<file path="config.mk">
export PLATFORM = sky130hd
export DESIGN_NAME = rsmm_ram
export DESIGN_NICKNAME = d
export VERILOG_FILES = /design/src/rtl/core/rsmm_ram.sv
export SDC_FILE = /design/constraint.sdc
export NUM_CORES = 1
export LEC_CHECK = 0
export ABC_AREA = 1
export BUFFER_PORTS_ARGS = -buffer_cell sky130_fd_sc_hd__buf_4
export CELL_PAD_IN_SITES_DETAIL_PLACEMENT = 1
export CELL_PAD_IN_SITES_GLOBAL_PLACEMENT = 2
export CORE_AREA = 2 2 57 59
export DETAILED_ROUTE_END_ITERATION = 6
export DIE_AREA = 0 0 59 61
export PLACE_DENSITY = 0.68
export REMOVE_ABC_BUFFERS = 1
export SYNTH_ARGS = -nofsm -noshare
export SYNTH_HDL_FRONTEND = slang
export SYNTH_SLANG_ARGS = --single-unit
</file>
<file path="constraint.sdc">
create_clock -name clk -period 3 [get_ports clk]
set_clock_uncertainty 0.2 [all_clocks]
set_input_delay 0.45 -clock clk [delete_from_list [all_inputs] [get_ports clk]]
set_output_delay 0.45 -clock clk [all_outputs]
set_load 0.005 [all_outputs]
</file>
<file path="src/rtl/core/rsmm_ram.sv">
// ----------------------------------------------------------------------------
// Generic RAM
// One write port and one read port with registered read data.
// ----------------------------------------------------------------------------
`default_nettype none

module rsmm_ram #(
    parameter int WIDTH = 1,
    parameter int DEPTH = 16
) (
    input  wire logic                     clk,
    input  wire logic                     wr_en,
    input  wire logic [$clog2(DEPTH)-1:0] wr_addr,
    input  wire logic [WIDTH-1:0]         wr_data,
    input  wire logic                     rd_en,
    input  wire logic [$clog2(DEPTH)-1:0] rd_addr,
    output logic      [WIDTH-1:0]         rd_data
);

    logic [WIDTH-1:0] mem [DEPTH];

    // Write port.
    always_ff @(posedge clk)
    begin
        if (wr_en)
        begin
            mem[wr_addr] <= wr_data;
        end
    end

    // Read port; data holds while the read enable is low.
    always_ff @(posedge clk)
    begin
        if (rd_en)
        begin
            rd_data <= mem[rd_addr];
        end
    end

endmodule

`default_nettype wire

</file>
==> flow_summary.json, run 1 <==
{
  "status": "completed",
  "post_cts_resized": 0,
  "maxCapViolations": 0,
  "path_class": "reg -> out",
  "crit_path_start_kind": "flip-flop",
  "cpPeakStageDelay_ns": 0.38,
  "n_antenna_cell": 0,
  "gr-total-overflow": 0,
  "reg2reg_from": "mem[8]",
  "reg2reg_slack_ns": 1.80,
  "die_h_um": 61,
  "crit_required_ns": 2.35,
  "grt_start_max_net_pins": 17,
  "worst_skew_pair.late_latency_ns": 0.28,
  "wl_per_cell_um": 11.2,
  "fp.coreArea_sq_mm": 0.00295,
  "fmax_ghz": 0.690,
  "io_buffers": 12,
  "nets": 124,
  "cp_max_fo": 1,
  "seq_power_share": 0.615,
  "holdWs_ns": 0.154,
  "p_clk_frac": 0.271,
  "cts-root-buf": "clkbuf_4",
  "layout_common_cells": "24 x nand2_1, 19 x inv_1, 17 x edfxtp_1",
  "fillers": 366,
  "end_kind": "output port",
  "dr.pass1.iters": 4,
  "hold_violations": 0,
  "synth_cell_type_count": 10,
  "cp_num_buf_inv": 1,
  "cts_buffers": 3,
  "slew_headroom": 0.833,
  "grt_usage": 0.108,
  "cts_tree": "done",
  "setup_viol_count_final": 0,
  "min_path_type": "in -> reg",
  "drtAntennaViolNets": 0,
  "clk_pin_slew_ns": 0.10,
  "hpwl_um": 1340,
  "fin_crit_sh": 0.483,
  "rr_endpoint": "rd_data",
  "hold_depth": 1,
  "irDropWorstVdd_v": 0.000123,
  "ys_seq_area_frac": 0.596,
  "dieWidth_um": 59,
  "tns_ns": 0,
  "critPathTopFamily": "flip-flops",
  "wl_um": 1620,
  "ios": 13,
  "swShare": 0.224,
  "synth-seq-cells": 17,
  "min_from": "rd_en",
  "avgSynthCellArea_sq_um": 8.93,
  "antenna_found_initial": 0,
  "h-tree-depth": 1,
  "ys_warn_count": 0,
  "drive_gt1_frac": 0.180,
  "grt_pass1_wl_um": 2830,
  "leakagePower_uw": 0.000447,
  "gp_congestion": 0.838,
  "combPwrFrac": 0.115,
  "die_area_sq_mm": 0.00360,
  "final_max_slew_viol_count": 0,
  "drc": 0,
  "rows": 20,
  "holdPathEnd": "rd_data",
  "p_int_uw": 339,
  "initial_core_util": 0.290,
  "rsz0062_at_grt": "no",
  "cts.sink_count": 17,
  "clockBufferDepth": 2,
  "tightest_slew_ns": 0.249,
  "cp_cell_sequence": "buf_4",
  "areaGrowthSynthToFinish_pct": 17.1,
  "drtIter0Drc": 6,
  "switchingPower_uw": 97.7,
  "synth_cells": 96,
  "worstPathArrival_ns": 0.80,
  "num_vias": 625,
  "final_common_cell": "nand2_1",
  "synth_area_sq_um": 857,
  "cpMaxStageDelayCell": "edfxtp_1",
  "final.min_clock_period_ns": 1.45,
  "vias_per_cell": 4.34,
  "first_global_vias": 653,
  "cts_hold_buf": 0,
  "power.density_mw_per_mm2": 435,
  "r2r_cells": 6,
  "cts_setup_buffers": 0
}
## logic make-up (layout without fill, tap and decap cells)
| family | count (synthesis) | after routing | share of synthesized area |
|---|---|---|---|
| buffers and inverters | 22 | 37 | 0.114 |
| and+or+nand+nor | 57 | 57 | 0.291 |
| DFF | 17 | 17 | 0.596 |
## through the flow
step	setup slack, ns	total power [uW]	instances	instance area [sq um]	util
3_5_place_dp	1.50	325	140	977	0.331
6_report	1.55	437	144	1000	0.340
4_1_cts	1.54	443	144	1000	0.340
5_1_grt	1.51	457	144	1000	0.340
2_1_floorplan	1.73	298	95	846	-
3_3_place_gp	1.49	325	140	977	0.331
## flip-flops by register name, summed over array words and instances, names as in the netlist
register,cells
mem,16
rd_data,1
## final cells by class
| cell class | count | area, sq um | share of cell area |
|---|---|---|---|
| Tap cell | 33 | 41.3 | 0.0411 |
| Clock buffer | 4 | 26.3 | 0.0262 |
| Multi-Input combinational cell | 57 | 249 | 0.248 |
| Sequential cell | 17 | 510 | 0.509 |
| Inverter | 21 | 86.3 | 0.0860 |
| Timing Repair Buffer | 12 | 90.1 | 0.0898 |
## cell usage after synthesis
master | number | share of area
buf_6 | 1 | 0.013
edfxtp_1 | 17 | 0.60
inv_1 | 19 | 0.083
inv_2 | 1 | 0.0044
inv_8 | 1 | 0.013
nand2_1 | 24 | 0.11
nand2_2 | 3 | 0.022
nand3_1 | 14 | 0.082
nor2_1 | 8 | 0.035
nor3_1 | 8 | 0.047
## power by group through the flow
| stage | combinational (uW) | clock, uW | sequential [uW] |
|---|---|---|---|
| finish | 50.1 | 118 | 268 |
| global route | 57.5 | 131 | 269 |
| CTS | 51.3 | 123 | 269 |
| detailed placement | 51.0 | 0 | 274 |
| global placement | 50.9 | 0 | 274 |
| floorplan | 24.4 | 0 | 274 |
## worst max path at each step
| stage | from | to | slack, ns | cells past startpoint |
|---|---|---|---|---|
| 6_report | rd_data | rd_data | 1.55 | 1 |
| 5_1_grt | rd_data | rd_data | 1.51 | 1 |
| 4_1_cts | rd_data | rd_data | 1.54 | 1 |
| 3_5_place_dp | rd_addr[0] | rd_data | 1.50 | 8 |
| 3_3_place_gp | rd_addr[0] | rd_data | 1.49 | 8 |
| 2_1_floorplan | wr_addr[0] | mem[0] | 1.73 | 3 |
## metal layers
| metal | share of wire | track usage | wire (um) |
|---|---|---|---|
| met3 | 0.045 | 0.0213 | 72 |
| met1 | 0.44 | 0.123 | 713 |
| met2 | 0.50 | 0.192 | 803 |
| met5 | 0 | 0 | 0 |
| met4 | 0.017 | 0.0584 | 27 |
(Power assumes the default switching activity.)
==> run 2, diff against run 1 <==
Settings changed: CORE_AREA 2 2 57 59 to 2 2 58 60, DIE_AREA 0 0 59 61 to 0 0 60 62, PLACE_DENSITY 0.68 to 0.69.
Clock period 3 ns to 1.2 ns, I/O delays scaled along.
==> flow_summary.json, run 2 (synthesis gave the netlist of run 1 again) <==
{
  "status": "completed",
  "drtAntennaViolNets": 0,
  "dp_cells": 153,
  "setup_viol_count_final": 0,
  "hold_violations": 0,
  "multiInputGateArea_sq_um": 264,
  "gp_congestion": 0.763,
  "min_path_type": "in -> reg",
  "grt_usage": 0.0995,
  "dieWidth_um": 60,
  "critPathTopFamily": "flip-flops",
  "clockBufferDepth": 2,
  "cpPeakStageDelay_ns": 0.37,
  "n_antenna_cell": 0,
  "fillers": 377,
  "h-tree-depth": 1,
  "dr.pass1.iters": 4,
  "vias_per_cell": 4.11,
  "die_h_um": 62,
  "final_max_slew_viol_count": 0,
  "grt_start_max_net_pins": 17,
  "die_area_sq_mm": 0.00372,
  "cp_num_buf_inv": 1,
  "hpwl_um": 1340,
  "final_cells": 160,
  "cpMaxStageDelayCell": "edfxtp_1",
  "reg_top3": "mem: 16 flops, rd_data: 1 flops",
  "grt_use_met3": 0.0248,
  "worstPathArrival_ns": 1.04,
  "cp_cell_sequence": "inv_1, nand2_1, nand3_1, nand3_1, nand3_1, nand2_1",
  "crit_path_start_kind": "flip-flop",
  "drc": 0,
  "irDropWorstVdd_v": 0.000268,
  "wl_per_cell_um": 9.99,
  "fmax_ghz": 0.840,
  "final_common_cell": "nand2_1",
  "gr-total-overflow": 0,
  "grt_pass1_wl_um": 2730,
  "maxCapViolations": 0,
  "io_buffers": 12,
  "largest_reg_flops": 16,
  "wl_um": 1600,
  "met1_usage": 0.108,
  "fp.coreArea_sq_mm": 0.00318,
  "worst_skew_pair.late_latency_ns": 0.28,
  "cts_tree": "done",
  "drtIter0Drc": 14,
  "antenna_found_initial": 0,
  "final_core_util": 0.336,
  "power.density_mw_per_mm2": 1030,
  "clk_pin_slew_ns": 0.10,
  "cp_max_fo": 1,
  "busiest_layer": "met2",
  "layout_common_cells": "24 x nand2_1, 19 x inv_1, 17 x edfxtp_1",
  "leakagePower_uw": 0.000470,
  "rows": 21,
  "slew_headroom": 0.848,
  "final.min_clock_period_ns": 1.19,
  "cts-root-buf": "clkbuf_4",
  "rsz0062_at_grt": "yes",
  "crit_required_ns": 1.05,
  "regMostFlops": "mem",
  "end_kind": "flip-flop",
  "tightest_slew_ns": 0.227,
  "crit_top_cell": "nand3_1",
  "ios": 13,
  "met2_usage": 0.171,
  "initial_core_util": 0.270,
  "holdWs_ns": 0.108,
  "ff_latch_area_sq_um": 510,
  "setup_ws_ns": 0.00942,
  "cts_buffers": 3,
  "nets": 127,
  "place_ws_ns": -0.0449,
  "num_vias": 657,
  "cts.sink_count": 17,
  "drive_gt1_frac": 0.211,
  "path_class": "reg -> reg",
  "areaGrowthSynthToFinish_pct": 24.8,
  "fin_crit_sh": 0.992,
  "first_global_vias": 654
}
[run 2: changes by cell type in the layout (fill, tap and decap cells not counted)]
cell and delta:
buf_6 +1, nand3_1 -3, nand3_2 +3, clkinv_2 +1
dlygate4sd3_1 +3, clkbuf_1 -1, buf_4 -1
[run 2: worst paths after layout]
check | slack (ns) | to | start | cells after the start
setup reg to reg | 0.009 | rd_data | mem[1] | 6
hold / removal | 0.11 | rd_data | rd_addr[2] | 4
hold reg to reg | 0.57 | rd_data | mem[3] | 6
setup / recovery | 0.009 | rd_data | mem[1] | 6
[run 2: cell type report]
type	count	area share
clock buffer	3	0.0211
clock inverter	1	0.00468
inverter	21	0.0807
multi-input combinational	57	0.247
sequential	17	0.477
tap	46	0.0538
timing repair buffer	15	0.116
[run 2: tightest hold or removal path, stage by stage]
cell     delay [ns]
buf_4          0.12
nand3_1        0.07
nand3_1        0.07
nand2_1        0.05
[run 2: metrics by stage]
| stage | setup TNS (ns) | instance area (sq um) | power (uW) |
|---|---|---|---|
| global placement | -0.0261 | 993 | 810 |
| detailed placement | -0.110 | 993 | 812 |
| global route | -0.147 | 1070 | 1160 |
| finish | 0 | 1070 | 1100 |
| floorplan | 0 | 846 | 746 |
| CTS | -0.00377 | 1060 | 1110 |
[run 2: per-layer routing]
metal / vias up / wire length (um)
li1: 343 / -
met1: 294 / 690
met2: 16 / 784
met3: 4 / 74
met4: 0 / 51
met5: - / 0
[run 2: repair_timing]
| action | 4_1_cts | 5_1_grt |
|---|---|---|
| gates resized for setup | 2 | 2 |
| endpoints found under the hold margin | 18 | 0 |
| pin swaps | 4 | 1 |
| setup buffers | 0 | 0 |
| hold buffers | 3 | 0 |
| endpoints found under the setup margin | 1 | 2 |
[run 2: power breakdown]
part,switching [uW],internal (uW)
Combinational,78.7,60.2
Sequential,3.86,668
Clock,168,124
Total,250,851
==> run 3, diff against run 2 <==
Settings changed: CORE_AREA 2 2 58 60 to 2 2 57 59, DIE_AREA 0 0 60 62 to 0 0 59 61, PLACE_DENSITY 0.69 to 0.68.
Clock period 1.2 ns to 1.3 ns, I/O delays scaled along.
==> flow_summary.json, run 3 (synthesis gave the netlist of run 1 again) <==
{
  "status": "completed",
  "wl_um": 1690,
  "cpMaxStageDelayCell": "edfxtp_1",
  "critPathTopFamily": "flip-flops",
  "path_class": "reg -> reg",
  "antenna_found_initial": 0,
  "first_global_vias": 641,
  "areaGrowthSynthToFinish_pct": 18.2,
  "die_area_sq_mm": 0.00360,
  "irDropWorstVdd_v": 0.000232,
  "die_h_um": 61,
  "hpwl_um": 1390,
  "cp_max_fo": 1,
  "cts.sink_count": 17,
  "ios": 13,
  "largest_reg_flops": 16,
  "h-tree-depth": 1,
  "cts_tree": "done",
  "clk_pin_slew_ns": 0.10,
  "drc": 0,
  "crit_path_start_kind": "flip-flop",
  "slew_headroom": 0.826,
  "gr-total-overflow": 0,
  "worst_skew_pair.late_latency_ns": 0.28,
  "cts_setup_buffers": 0,
  "grt_use_met3": 0.0213,
  "fillers": 371,
  "num_vias": 650,
  "rsz0062_at_grt": "no",
  "cp_cell_sequence": "inv_1, nand2_2, nand3_1, nand3_1, nand3_1, nand2_1",
  "reg_top3": "mem: 16 flops, rd_data: 1 flops",
  "dieWidth_um": 59,
  "drive_gt1_frac": 0.179,
  "tightest_slew_ns": 0.259,
  "met1_usage": 0.113,
  "busiest_layer": "met2",
  "n_antenna_cell": 0,
  "cp_num_buf_inv": 1,
  "fin_crit_sh": 0.929,
  "power.density_mw_per_mm2": 1000,
  "grt_start_max_net_pins": 17,
  "vias_per_cell": 4.48,
  "clockBufferDepth": 2,
  "grt_usage": 0.107,
  "cts-root-buf": "clkbuf_4",
  "end_kind": "flip-flop",
  "setup_viol_count_final": 0,
  "cpPeakStageDelay_ns": 0.38,
  "cts_buffers": 3,
  "min_path_type": "in -> reg",
  "tns_ns": 0,
  "fmax_ghz": 0.828,
  "dr.pass1.iters": 4,
  "hold_violations": 0,
  "grt_pass1_wl_um": 2800,
  "layout_common_cells": "24 x nand2_1, 19 x inv_1, 17 x edfxtp_1",
  "final_common_cell": "nand2_1",
  "initial_core_util": 0.290,
  "final_core_util": 0.343,
  "maxCapViolations": 0,
  "gp_congestion": 0.838,
  "rows": 20,
  "drtIter0Drc": 11,
  "regMostFlops": "mem",
  "crit_top_cell": "nand3_1",
  "worstPathArrival_ns": 1.06,
  "holdWs_ns": 0.00617,
  "wl_per_cell_um": 11.6,
  "nets": 125,
  "drtAntennaViolNets": 0,
  "leakagePower_uw": 0.000451,
  "fp.coreArea_sq_mm": 0.00295,
  "final.min_clock_period_ns": 1.21,
  "final_max_slew_viol_count": 0,
  "met2_usage": 0.198,
  "crit_required_ns": 1.15,
  "io_buffers": 12
}
[run 3: cell types whose count changed in the layout (fill, tap and decap cells not counted)]
cell           change
buf_4              +1
buf_6              -1
clkbuf_1           +1
clkinv_2           -1
dlygate4sd3_1      -2
nand3_1            +3
nand3_2            -3
[run 3: routing by layer]
metal | up-vias | wire length [um]
met3 | 2 | 72
met5 | - | 0
met1 | 297 | 737
met4 | 0 | 27
met2 | 15 | 849
li1 | 336 | -
[run 3: worst register-to-register path, stage by stage (launching register included)]
cell and delay, ns:
edfxtp_1 0.38, inv_1 0.08, nand2_2 0.06, nand3_1 0.06
nand3_1 0.08, nand3_1 0.08, nand2_1 0.05
[run 3: per-stage QoR]
stage	instance area [sq um]	power (uW)	worst slack, ns	instances
finish	1010	1010	0.0922	145
global route	1010	1060	0.00939	145
CTS	1010	1020	0.0763	145
detailed placement	977	751	0.0339	140
global placement	977	750	0.0433	140
floorplan	846	688	0.172	95
[run 3: final cells by class]
| cell class | count | area [sq um] | area share |
|---|---|---|---|
| Tap cell | 33 | 41.3 | 0.0407 |
| Multi-Input combinational cell | 57 | 249 | 0.246 |
| Timing Repair Buffer | 13 | 100 | 0.0988 |
| Sequential cell | 17 | 510 | 0.504 |
| Inverter | 21 | 86.3 | 0.0852 |
| Clock buffer | 4 | 26.3 | 0.0259 |
[run 3: path summary, 6_finish.rpt]
check / slack (ns) / start / endpoint / depth (start not counted)
hold reg to reg: 0.55 / mem[3] / rd_data / 6
setup / recovery: 0.09 / mem[6] / rd_data / 6
setup reg to reg: 0.09 / mem[6] / rd_data / 6
hold / removal: 0.006 / wr_data / mem[0] / 1
[run 3: timing repair]
action | CTS | global route
endpoints found under the hold margin | 1 | 0
resized for setup | 0 | 0
hold buffers | 1 | 0
[run 3: report_power, final]
part,leakage [uW],switching [uW],internal [uW]
clock,0.0000150,156,119
sequential,0.000154,3.15,616
combinational,0.000281,69.7,49.0
